File: src/sv/slcfp_pkg.sv
// Shared types and constants for the sync/length/checksum frame parser.
package slcfp_pkg;

	// Reset value of the sync byte register
	localparam logic [7:0] SYNC_RESET = 8'hAA;

	// Result kinds
	localparam logic RES_PAYLOAD = 1'b0;
	localparam logic RES_FRAME_END = 1'b1;

	// Parse phases, one-hot
	typedef enum logic [5:0] {
		PH_SYNC   = 6'b000001,
		PH_LEN_H  = 6'b000010,
		PH_LEN_L  = 6'b000100,
		PH_OPCODE = 6'b001000,
		PH_DATA   = 6'b010000,
		PH_CHECK  = 6'b100000
	} phase_t;

	// One result item
	typedef struct packed {
		logic        result_kind;
		logic [7:0]  payload_byte;
		logic [15:0] byte_index;
		logic        storable;
		logic [7:0]  frame_opcode;
		logic [15:0] frame_length;
		logic        checksum_ok;
		logic        too_long;
	} result_t;

endpackage

File: src/sv/slcfp_rx_if.sv
// Request channel carrying received bytes into the parser.
interface slcfp_rx_if;
	logic       valid;
	logic       ready;
	logic [7:0] rx_byte;

	modport source (output valid, output rx_byte, input ready);
	modport sink (input valid, input rx_byte, output ready);
endinterface

File: src/sv/slcfp_res_if.sv
// Request channel carrying parser results out of the block.
interface slcfp_res_if;
	logic               valid;
	logic               ready;
	slcfp_pkg::result_t data;

	modport source (output valid, output data, input ready);
	modport sink (input valid, input data, output ready);
endinterface

File: src/sv/sync_length_checksum_frame_parser.sv
// Frame parser top level: sync, 16-bit length, opcode, payload, additive checksum.
// Takes one received byte per cycle, except while a result is held up. Each byte
// goes through an input register, where the parse state is updated, and then
// into a result register, from which its result is offered. A byte that produces
// a result waits in the input register only while the result register is full
// and not being taken. Payload bytes come out with their index and a storable
// flag (index below MAX_PAYLOAD); the checksum byte gives a frame-end result with
// opcode, declared length, checksum-ok and too-long flags. The user must write the
// sync byte value via cfg_we/cfg_wdata only while idle; the block does not enforce it.
module sync_length_checksum_frame_parser #(
	parameter int MAX_PAYLOAD = 1024
) (
	input  logic              clk,
	input  logic              arst_n,
	input  logic              cfg_we,
	input  logic [7:0]        cfg_wdata,
	slcfp_rx_if.sink          rx_ch,
	slcfp_res_if.source       res_ch
);

	localparam logic [16:0] MAX_P = 17'(MAX_PAYLOAD);

	logic [7:0]          sync_q;
	logic                valid_s1;
	logic [7:0]          byte_s1;
	logic                valid_s2;
	slcfp_pkg::result_t  result_s2;

	slcfp_pkg::phase_t   phase_q, phase_d;
	logic [7:0]          sum_q, sum_d;
	logic [15:0]         len_q, len_d;
	logic [15:0]         remain_q, remain_d;
	logic [15:0]         pos_q, pos_d;
	logic [7:0]          opcode_q, opcode_d;

	slcfp_pkg::result_t  result_d;
	logic                emit;
	logic                s2_load_ok;
	logic                s1_advance;
	logic [15:0]         remain_dec;
	logic [7:0]          check_sum;

	// Hold the sync byte value
	always_ff @(posedge clk or negedge arst_n) begin
		if (!arst_n) begin
			sync_q <= slcfp_pkg::SYNC_RESET;
		end else if (cfg_we) begin
			sync_q <= cfg_wdata;
		end
	end

	// Handshake: advance stage 1 unless its result is blocked
	assign s2_load_ok = !valid_s2 || res_ch.ready;
	assign s1_advance = valid_s1 && (!emit || s2_load_ok);
	assign rx_ch.ready = !valid_s1 || s1_advance;

	// Input register
	always_ff @(posedge clk or negedge arst_n) begin
		if (!arst_n) begin
			valid_s1 <= 1'b0;
		end else if (rx_ch.ready) begin
			valid_s1 <= rx_ch.valid;
		end
	end

	always_ff @(posedge clk) begin
		if (rx_ch.valid && rx_ch.ready) begin
			byte_s1 <= rx_ch.rx_byte;
		end
	end

	assign remain_dec = remain_q - 16'd1;
	assign check_sum = sum_q + byte_s1;

	// Parse step for the byte in the input register
	always_comb begin
		phase_d  = phase_q;
		sum_d    = sum_q;
		len_d    = len_q;
		remain_d = remain_q;
		pos_d    = pos_q;
		opcode_d = opcode_q;
		result_d = '0;
		emit     = 1'b0;
		unique case (phase_q)
			slcfp_pkg::PH_LEN_H: begin
				sum_d   = check_sum;
				len_d   = {byte_s1, 8'h00};
				phase_d = slcfp_pkg::PH_LEN_L;
			end
			slcfp_pkg::PH_LEN_L: begin
				sum_d    = check_sum;
				len_d    = {len_q[15:8], byte_s1};
				remain_d = {len_q[15:8], byte_s1};
				phase_d  = slcfp_pkg::PH_OPCODE;
			end
			slcfp_pkg::PH_OPCODE: begin
				sum_d    = check_sum;
				opcode_d = byte_s1;
				pos_d    = 16'd0;
				phase_d  = (remain_q != 16'd0) ? slcfp_pkg::PH_DATA : slcfp_pkg::PH_CHECK;
			end
			slcfp_pkg::PH_DATA: begin
				emit                  = 1'b1;
				sum_d                 = check_sum;
				result_d.result_kind  = slcfp_pkg::RES_PAYLOAD;
				result_d.payload_byte = byte_s1;
				result_d.byte_index   = pos_q;
				result_d.storable     = ({1'b0, pos_q} < MAX_P);
				result_d.frame_opcode = opcode_q;
				result_d.frame_length = len_q;
				pos_d                 = pos_q + 16'd1;
				remain_d              = remain_dec;
				if (remain_dec == 16'd0) begin
					phase_d = slcfp_pkg::PH_CHECK;
				end
			end
			slcfp_pkg::PH_CHECK: begin
				emit                  = 1'b1;
				result_d.result_kind  = slcfp_pkg::RES_FRAME_END;
				result_d.frame_opcode = opcode_q;
				result_d.frame_length = len_q;
				result_d.checksum_ok  = (check_sum == 8'd0);
				result_d.too_long     = ({1'b0, len_q} > MAX_P);
				phase_d               = slcfp_pkg::PH_SYNC;
			end
			default: begin
				// Waiting for sync: drop anything else
				phase_d = slcfp_pkg::PH_SYNC;
				if (byte_s1 == sync_q) begin
					phase_d = slcfp_pkg::PH_LEN_H;
					sum_d   = 8'd0;
				end
			end
		endcase
	end

	// Parse state
	always_ff @(posedge clk or negedge arst_n) begin
		if (!arst_n) begin
			phase_q  <= slcfp_pkg::PH_SYNC;
			sum_q    <= 8'd0;
			len_q    <= 16'd0;
			remain_q <= 16'd0;
			pos_q    <= 16'd0;
			opcode_q <= 8'd0;
		end else if (s1_advance) begin
			phase_q  <= phase_d;
			sum_q    <= sum_d;
			len_q    <= len_d;
			remain_q <= remain_d;
			pos_q    <= pos_d;
			opcode_q <= opcode_d;
		end
	end

	// Result register
	always_ff @(posedge clk or negedge arst_n) begin
		if (!arst_n) begin
			valid_s2 <= 1'b0;
		end else if (s2_load_ok) begin
			valid_s2 <= s1_advance && emit;
		end
	end

	always_ff @(posedge clk) begin
		if (s2_load_ok && s1_advance && emit) begin
			result_s2 <= result_d;
		end
	end

	assign res_ch.valid = valid_s2;
	assign res_ch.data  = result_s2;

endmodule

File: src/flat_wrapper.sv
// flat-port wrapper written by rule: the top's interface ports become plain ports
module sync_length_checksum_frame_parser_flat 
#(
	parameter int MAX_PAYLOAD = 1024
)
  (clk, arst_n, cfg_we, cfg_wdata, rx_ch_valid, rx_ch_rx_byte, rx_ch_ready, res_ch_valid, res_ch_data, res_ch_ready);
  slcfp_rx_if rx_ch_i ();
  slcfp_res_if res_ch_i ();
  input  logic clk;
  input  logic arst_n;
  input  logic cfg_we;
  input  logic [7:0] cfg_wdata;
  input wire logic [$bits(rx_ch_i.valid)-1:0] rx_ch_valid;
  input wire logic [$bits(rx_ch_i.rx_byte)-1:0] rx_ch_rx_byte;
  output wire logic [$bits(rx_ch_i.ready)-1:0] rx_ch_ready;
  output wire logic [$bits(res_ch_i.valid)-1:0] res_ch_valid;
  output wire logic [$bits(res_ch_i.data)-1:0] res_ch_data;
  input wire logic [$bits(res_ch_i.ready)-1:0] res_ch_ready;
  assign rx_ch_i.valid = rx_ch_valid;
  assign rx_ch_i.rx_byte = rx_ch_rx_byte;
  assign rx_ch_ready = rx_ch_i.ready;
  assign res_ch_valid = res_ch_i.valid;
  assign res_ch_data = res_ch_i.data;
  assign res_ch_i.ready = res_ch_ready;
  sync_length_checksum_frame_parser #(.MAX_PAYLOAD(MAX_PAYLOAD)) u_core (.clk(clk), .arst_n(arst_n), .cfg_we(cfg_we), .cfg_wdata(cfg_wdata), .rx_ch(rx_ch_i), .res_ch(res_ch_i));
endmodule
File: config.mk
export PLATFORM = sky130hd
export DESIGN_NAME = sync_length_checksum_frame_parser_flat
export DESIGN_NICKNAME = d
export VERILOG_FILES = /design/src/sv/slcfp_pkg.sv /design/src/sv/slcfp_rx_if.sv /design/src/sv/slcfp_res_if.sv /design/src/sv/sync_length_checksum_frame_parser.sv /design/src/flat_wrapper.sv
export SDC_FILE = /design/constraint.sdc
export NUM_CORES = 1
export LEC_CHECK = 0
export BUFFER_PORTS_ARGS = -buffer_cell sky130_fd_sc_hd__clkbuf_2
export CAP_MARGIN = 20
export CELL_PAD_IN_SITES_DETAIL_PLACEMENT = 2
export CELL_PAD_IN_SITES_GLOBAL_PLACEMENT = 2
export CORE_UTILIZATION = 42
export DETAILED_ROUTE_END_ITERATION = 8
export PLACE_DENSITY = 0.93
export SETUP_SLACK_MARGIN = 0.2
export SLEW_MARGIN = 5
export SYNTH_ARGS = -nofsm -noshare
export SYNTH_HDL_FRONTEND = slang
export SYNTH_SLANG_ARGS = --single-unit
File: constraint.sdc
create_clock -name clk -period 6.9 [get_ports clk]
set_input_delay 1.38 -clock clk [delete_from_list [all_inputs] [get_ports clk]]
set_output_delay 1.38 -clock clk [all_outputs]
set_load 0.005 [all_outputs]
Word level (Yosys, flattened, before mapping)
Index checks and enable logic that the tools add are counted.
Widths: inputs -> output; s select.

storage, ports and cells
  bits in registers = 140
  output and inout bits = 54
  logic and storage cells = 71

operators by class
  add/sub/neg operators = 3
  magnitude comparators = 2
  multiplexer cells = 11
  bitwise gates (word level) = 2
  equal/unequal tests = 7
  reduce and logical (&&, ||, !) cells = 27

operators by type and width
  cell                   number
  $pmux 16 s2            3
  $pmux 6 s5             1
  $add 16x1->16 const B  1
  $gt 16x11->1 const B   1
  $logic_not 16->1       1
  $lt 16x11->1 const B   1
  $pmux 8 s2             1
  $reduce_bool 16->1     1
  $sub 16x1->16 const B  1
  $mux 6                 2
  $reduce_and 2->1       5
  $add 8x8->8            1
  $eq 8x8->1             1
  $logic_not 8->1        1
  $mux 8                 1
  $reduce_bool 2->1      4
  $eq 6x2->1 const B     1
  $eq 6x3->1 const B     1
  $eq 6x4->1 const B     1
  $eq 6x5->1 const B     1
  $eq 6x6->1 const B     1
  $reduce_and 3->1       2
  $logic_and 1x1->1      5
  $reduce_or 4->1        1
  other kinds (7)        13

Longest topological paths before layout
  depth in word-level cells = 8
  mapped depth = 9

Worst setup path after synthesis
Ideal clock, no wire load.

  path type = input -> register
  start = in res_ch_ready
  end = reg u_core.result_s2, in the netlist u_core.res_ch.data[0], enable pin
  library setup time = 0.406 ns
  stages = 6
  path buffers = 2
  arrival time = 3.246 ns
  data required time = 6.494 ns
  path slack = 3.248 ns
  cells stage by stage = nand2b_1 o31a_1 buf_2 clkbuf_1 nand2_1 inv_1

between the ends
  word-level cells in the longest chain between the ends = 5

ends and longest elaborated chain
  element                              line                                      source
  start, declared                      flat_wrapper.sv:18                        input wire logic [$bits(res_ch_i.ready)-1:0] res_ch_ready;
  $logic_or 1x1->1 (*)                 sync_length_checksum_frame_parser.sv:53   assign s2_load_ok = !valid_s2 || res_ch.ready;
  $logic_or 1x1->1                     sync_length_checksum_frame_parser.sv:54   assign s1_advance = valid_s1 && (!emit || s2_load_ok);
  $logic_and 1x1->1                    sync_length_checksum_frame_parser.sv:54
  $logic_and 1x1->1 (*) (2 in series)  sync_length_checksum_frame_parser.sv:167  if (s2_load_ok && s1_advance && emit) begin
  end signal, assigned                 sync_length_checksum_frame_parser.sv:168  result_s2 <= result_d;
  end, declared                        sync_length_checksum_frame_parser.sv:27   slcfp_pkg::result_t result_s2;

Every way passes the cells marked *; elsewhere a longest branch is shown, timed or not.
A chain may end at the register's enable or synchronous reset.

Final worst setup path
  start = reg u_core.phase_q[2]
  end = out rx_ch_ready

between the ends
  word-level cells in the longest chain between the ends = 7
  elaborated cells on any way between the ends = 8
  classes of those cells = eq/ne: 2; mux: 1; reduce/logical: 5

ends and longest elaborated chain
  element                                   line                                      source
  start, declared                           sync_length_checksum_frame_parser.sv:29   slcfp_pkg::phase_t phase_q, phase_d;
  start signal, assigned                    sync_length_checksum_frame_parser.sv:141  phase_q <= slcfp_pkg::PH_SYNC;
  start signal, assigned                    sync_length_checksum_frame_parser.sv:148  phase_q <= phase_d;
  $eq 6x5->1 or $eq 6x6->1 (tied branches)  sync_length_checksum_frame_parser.sv:85   unique case (phase_q)
  $reduce_or 2->1 (no line) (*)             --
  $mux 1 (*)                                sync_length_checksum_frame_parser.sv:85
  $logic_not 1->1 (*)                       sync_length_checksum_frame_parser.sv:54
  $logic_or 1x1->1 (*)                      sync_length_checksum_frame_parser.sv:54
  $logic_and 1x1->1 (*)                     sync_length_checksum_frame_parser.sv:54
  $logic_or 1x1->1 (*)                      sync_length_checksum_frame_parser.sv:55   assign rx_ch.ready = !valid_s1 || s1_advance;
  end, declared                             flat_wrapper.sv:15                        output wire logic [$bits(rx_ch_i.ready)-1:0] rx_ch_ready;

Marked as above.

==> metrics.txt <==
# IOs=75; Layout Area Growth over Synthesis=17.4%; Sinks on Clock Net=140; Final Wtd Congestion=0.860; layer with the highest usage after global routing=met2; number of filler cells placed in the layout=1,522; area fraction in compound gates after synthesis=0.123; Crit Path Max Fanout=11; run status=finished clean; dominant cell type by area after synthesis=dfrtp_1; Chip Width=128 microns; Max stage delay on crit path=770 ps; Placeable Area=15,300 sq um; area used by multi-input combinational logic=2650 sq um; Stages on worst setup path=3; number of antenna violations at the first check in global routing=0; initial core utilization=0.434; crit path kind=reg2out; final cycle utilization of the critical path=0.573; cell mode on critical path=or4_1; slowest CP cell=or4_1; clock group share of total power=0.491; DIE HEIGHT=128 microns; Total Negative Setup Slacks=0 ps; Synth Cell Area=between 6000 and 7000 sq um; slack of the worst reg-to-reg path=3570 ps; Clk Latency, worst-skew pair=440 ps; count of flip-flops with a built-in enable after synthesis=60; pin count of the biggest net entering global routing=58; dominant combinational cell family by area after synthesis=simple AND/OR/NAND/NOR gates; global-route wire length before repair=39,200 microns; total routing usage reported by global routing=0.335; leading register cell type out of synthesis=dfrtp_1; final HPWL from detailed placement=approximately 14,000 microns; min Tclk post-route=between 3000 and 4000 ps; cts bufs inserted=17; Synth Net Count=approximately 600; wire length reported by the detailed router=25,900 microns; average wire length per cell after detail routing=30.0 microns; nets@finish=about 670; slew at the pin closest to its max-slew limit=1110 ps; number of DRC violations after detailed routing=0; grt ovf=0; standard-cell row count=between 40 and 50; post-CTS resize count=0; layout cell share with drive strength beyond 1=0.238; power share of the sequential group=0.454; unrepaired setup endpoints after global routing=no; minimum setup slack in the final design=just under 3000 ps; Power per Cell Area=~260 nW/um^2; cell family with the largest share of critical-path delay=simple AND/OR/NAND/NOR gates; class of the worst hold path=reg2reg; met1 usage=0.391; leakage power=between 3 and 4 nW; Die Area=16,300 sq um; H-tree level count=4; quantity of I/O buffers inserted on ports=74; CTS tree=yes; routed vias/inst=6.26; worst reg2reg path depth=6; number of hold buffers added after cts=0; buffer and inverter count on the worst path=1; Reg2Reg Launch Point=u_core.phase_q[5]$_DFFE_PN0P_; unique cell type count in the Yosys netlist=61; total power after layout=between 0.002 and 0.0025 W; drt pass-1 iters=5; combinational group share of total power=0.055; count of vias placed by the detailed router=5,396; number of global-route vias before repair=between 6,000 and 7,000; yosys synthesis warning count=0; clock slew at the register clock pins of the worst setup and hold paths=60 ps; worst hold slack across all endpoints=534 ps; post-synthesis instance total=570; post-synthesis share of cell area spent on xor and xnor gates=0.0369; Async S/R FF share, synth=0.571; simple-gate share of the synthesized area=0.173; number of maximum-capacitance violations=0; ranking of synthesized cells by area=dfrtp_1 (28%), edfxtp_1 (27%), and2_1 (4.7%), mux2_2 (4.1%), xnor2_1 (2.5%); count of antenna-violating nets left after detailed routing=0; clock tree root buffer cell=clkbuf_16; max-slew violation count=0; kind of start point of the critical path=flip-flop; worst supply voltage drop on vdd=0.000195 V; first element of the critical path=u_core.phase_q[2]$_DFFE_PN0P_; ordered list of cells on the worst path=or4_1 > or4_1 > clkbuf_2; pre-CTS setup slack=2960 ps; count of inserted antenna diode cells=0; maximum root-to-sink buffer count=2; Data required, critical path=5520 ps; per-instance average area after synthesis=11.7 sq um; Storage cell area=approximately 3800 sq um; count of state elements after synthesis=140; final-report hold violation count=0; type of destination of the critical path=output port; largest clock skew in the final design=11.8 ps; Peak Freq=around 0.25 GHz; met3 global-route usage=0.0710; timing endpoint of the critical path=rx_ch_ready; number of setup violations in the final report=0; M2 GR Usage=0.577; remaining max-slew budget at the tightest pin=0.263; post-synthesis mux area share=0.0407; capturing point of the worst reg2reg path=u_core.remain_q[12]$_DFFE_PN0P_; P_sw=0.000520 W; design internal power=around 0.0015 W; post-synth top area share=0.283; switching portion of total power=0.257; count of buffers added by post-CTS timing repair for setup=0; post-route core utilization=0.509; Starting DRT DRC Count=466; area share of fa/ha/maj cells after synthesis=0.0237; crit path DAT=roughly 2600 ps; portion of the post-synthesis area used by sequential elements=0.574
-- power by group through the flow --
stage | Clock, W | Combinational [W] | Sequential [W]
detailed placement | 0 | 0.000102 | 0.000933
global route | 0.00103 | 0.000120 | 0.000921
floorplan | 0 | 0.0000703 | 0.000916
CTS | 0.000999 | 0.000111 | 0.000918
global placement | 0 | 0.0000911 | 0.000930
finish | 0.000996 | 0.000112 | 0.000920
-- state kept, by name, summed over array words and instances (netlist names) --
name,count
u_core.res_ch.data,52
u_core.valid_s1,1
u_core.sum_q,8
u_core.sync_q,8
u_core.pos_q,16
u_core.phase_q,6
u_core.remain_q,16
u_core.opcode_q,8
u_core.len_q,16
u_core.res_ch.valid,1
u_core.byte_s1,8
-- final cells by class --
class / instances / area share
timing repair buffer: 77 / 0.0523
multi-input combinational: 389 / 0.340
sequential: 140 / 0.489
clock buffer: 18 / 0.0550
tap: 211 / 0.0339
inverter: 13 / 0.00626
clock inverter: 14 / 0.0234
-- cell usage after synthesis (all sizes together), types with 2 or more instances --
cell	count
or3	6
o32ai	2
xor2	9
a21oi	32
nand2	26
clkbuf	16
inv	13
a21o	4
a2111oi	2
o21ai	34
and4	2
and2	50
o21bai	3
nand2b	4
dfstp	5
o31ai	4
nand4	12
a22oi	2
a31oi	4
a22o	17
and3	3
mux2	24
o22ai	3
or3b	3
nor2	36
nor3	14
o211ai	2
nor4	10
or4	8
nor4b	4
o31a	2
buf	12
a211oi	4
edfxtp	60
dfrtp	75
nor3b	3
nand3b	3
xnor2	19
nand3	16
ha	11
o22a	2
-- worst register-to-register path: cells and delay by family (launching register included) --
kind / cells / cell delay, ps
flip-flops: 1 / 500
AO/OA/AOI/OAI: 2 / 770
AND/OR/NAND/NOR: 4 / 1900
-- stage by stage --
| step | cells | cell area [sq um] |
|---|---|---|
| 2_1_floorplan | 570 | 6640 |
| 3_5_place_dp | 829 | 7160 |
| 3_3_place_gp | 829 | 7160 |
| 4_1_cts | 861 | 7770 |
| 5_1_grt | 862 | 7800 |
| 6_report | 862 | 7800 |
-- cell families after synthesis --
group | count (synthesis)
buf+inv | 41
fa+ha+maj | 12
mux | 24
flops | 140
xor+xnor | 28
simple gates | 202
compound gates | 123
-- layer usage --
layer  share of wire  wire, microns
met1            0.39          10100
met2            0.51          13200
met3           0.053           1380
met4           0.048           1230
met5               0              0
-- worst min-delay path by stage --
| stage | startpoint | end | slack (ps) | cells past startpoint |
|---|---|---|---|---|
| 3_5_place_dp | u_core.len_q[4]$_DFFE_PN0P_ | u_core.len_q[4]$_DFFE_PN0P_ | 500 | 1 |
| 3_3_place_gp | u_core.opcode_q[0]$_DFFE_PN0P_ | u_core.opcode_q[0]$_DFFE_PN0P_ | 480 | 1 |
| 2_1_floorplan | u_core.opcode_q[0]$_DFFE_PN0P_ | u_core.opcode_q[0]$_DFFE_PN0P_ | 470 | 1 |
| 5_1_grt | u_core.sum_q[6]$_DFFE_PN0P_ | u_core.sum_q[6]$_DFFE_PN0P_ | 540 | 1 |
| 6_report | u_core.sum_q[6]$_DFFE_PN0P_ | u_core.sum_q[6]$_DFFE_PN0P_ | 530 | 1 |
| 4_1_cts | u_core.sum_q[6]$_DFFE_PN0P_ | u_core.sum_q[6]$_DFFE_PN0P_ | 530 | 1 |
-- layout by cell type, fill, tap and decap left out, drive strengths merged, types with 5 or more instances in the layout --
cell	n
or3	6
nand4	12
clkbuf	91
xor2	9
nand3	16
mux2	24
nor2	36
o21ai	34
and2	50
inv	20
dfrtp	75
a21oi	32
nor4	10
dfstp	5
edfxtp	60
a22o	17
or4	8
ha	11
xnor2	19
nor3	14
nand2	26
Note: power is estimated with default switching activity, not from simulation.
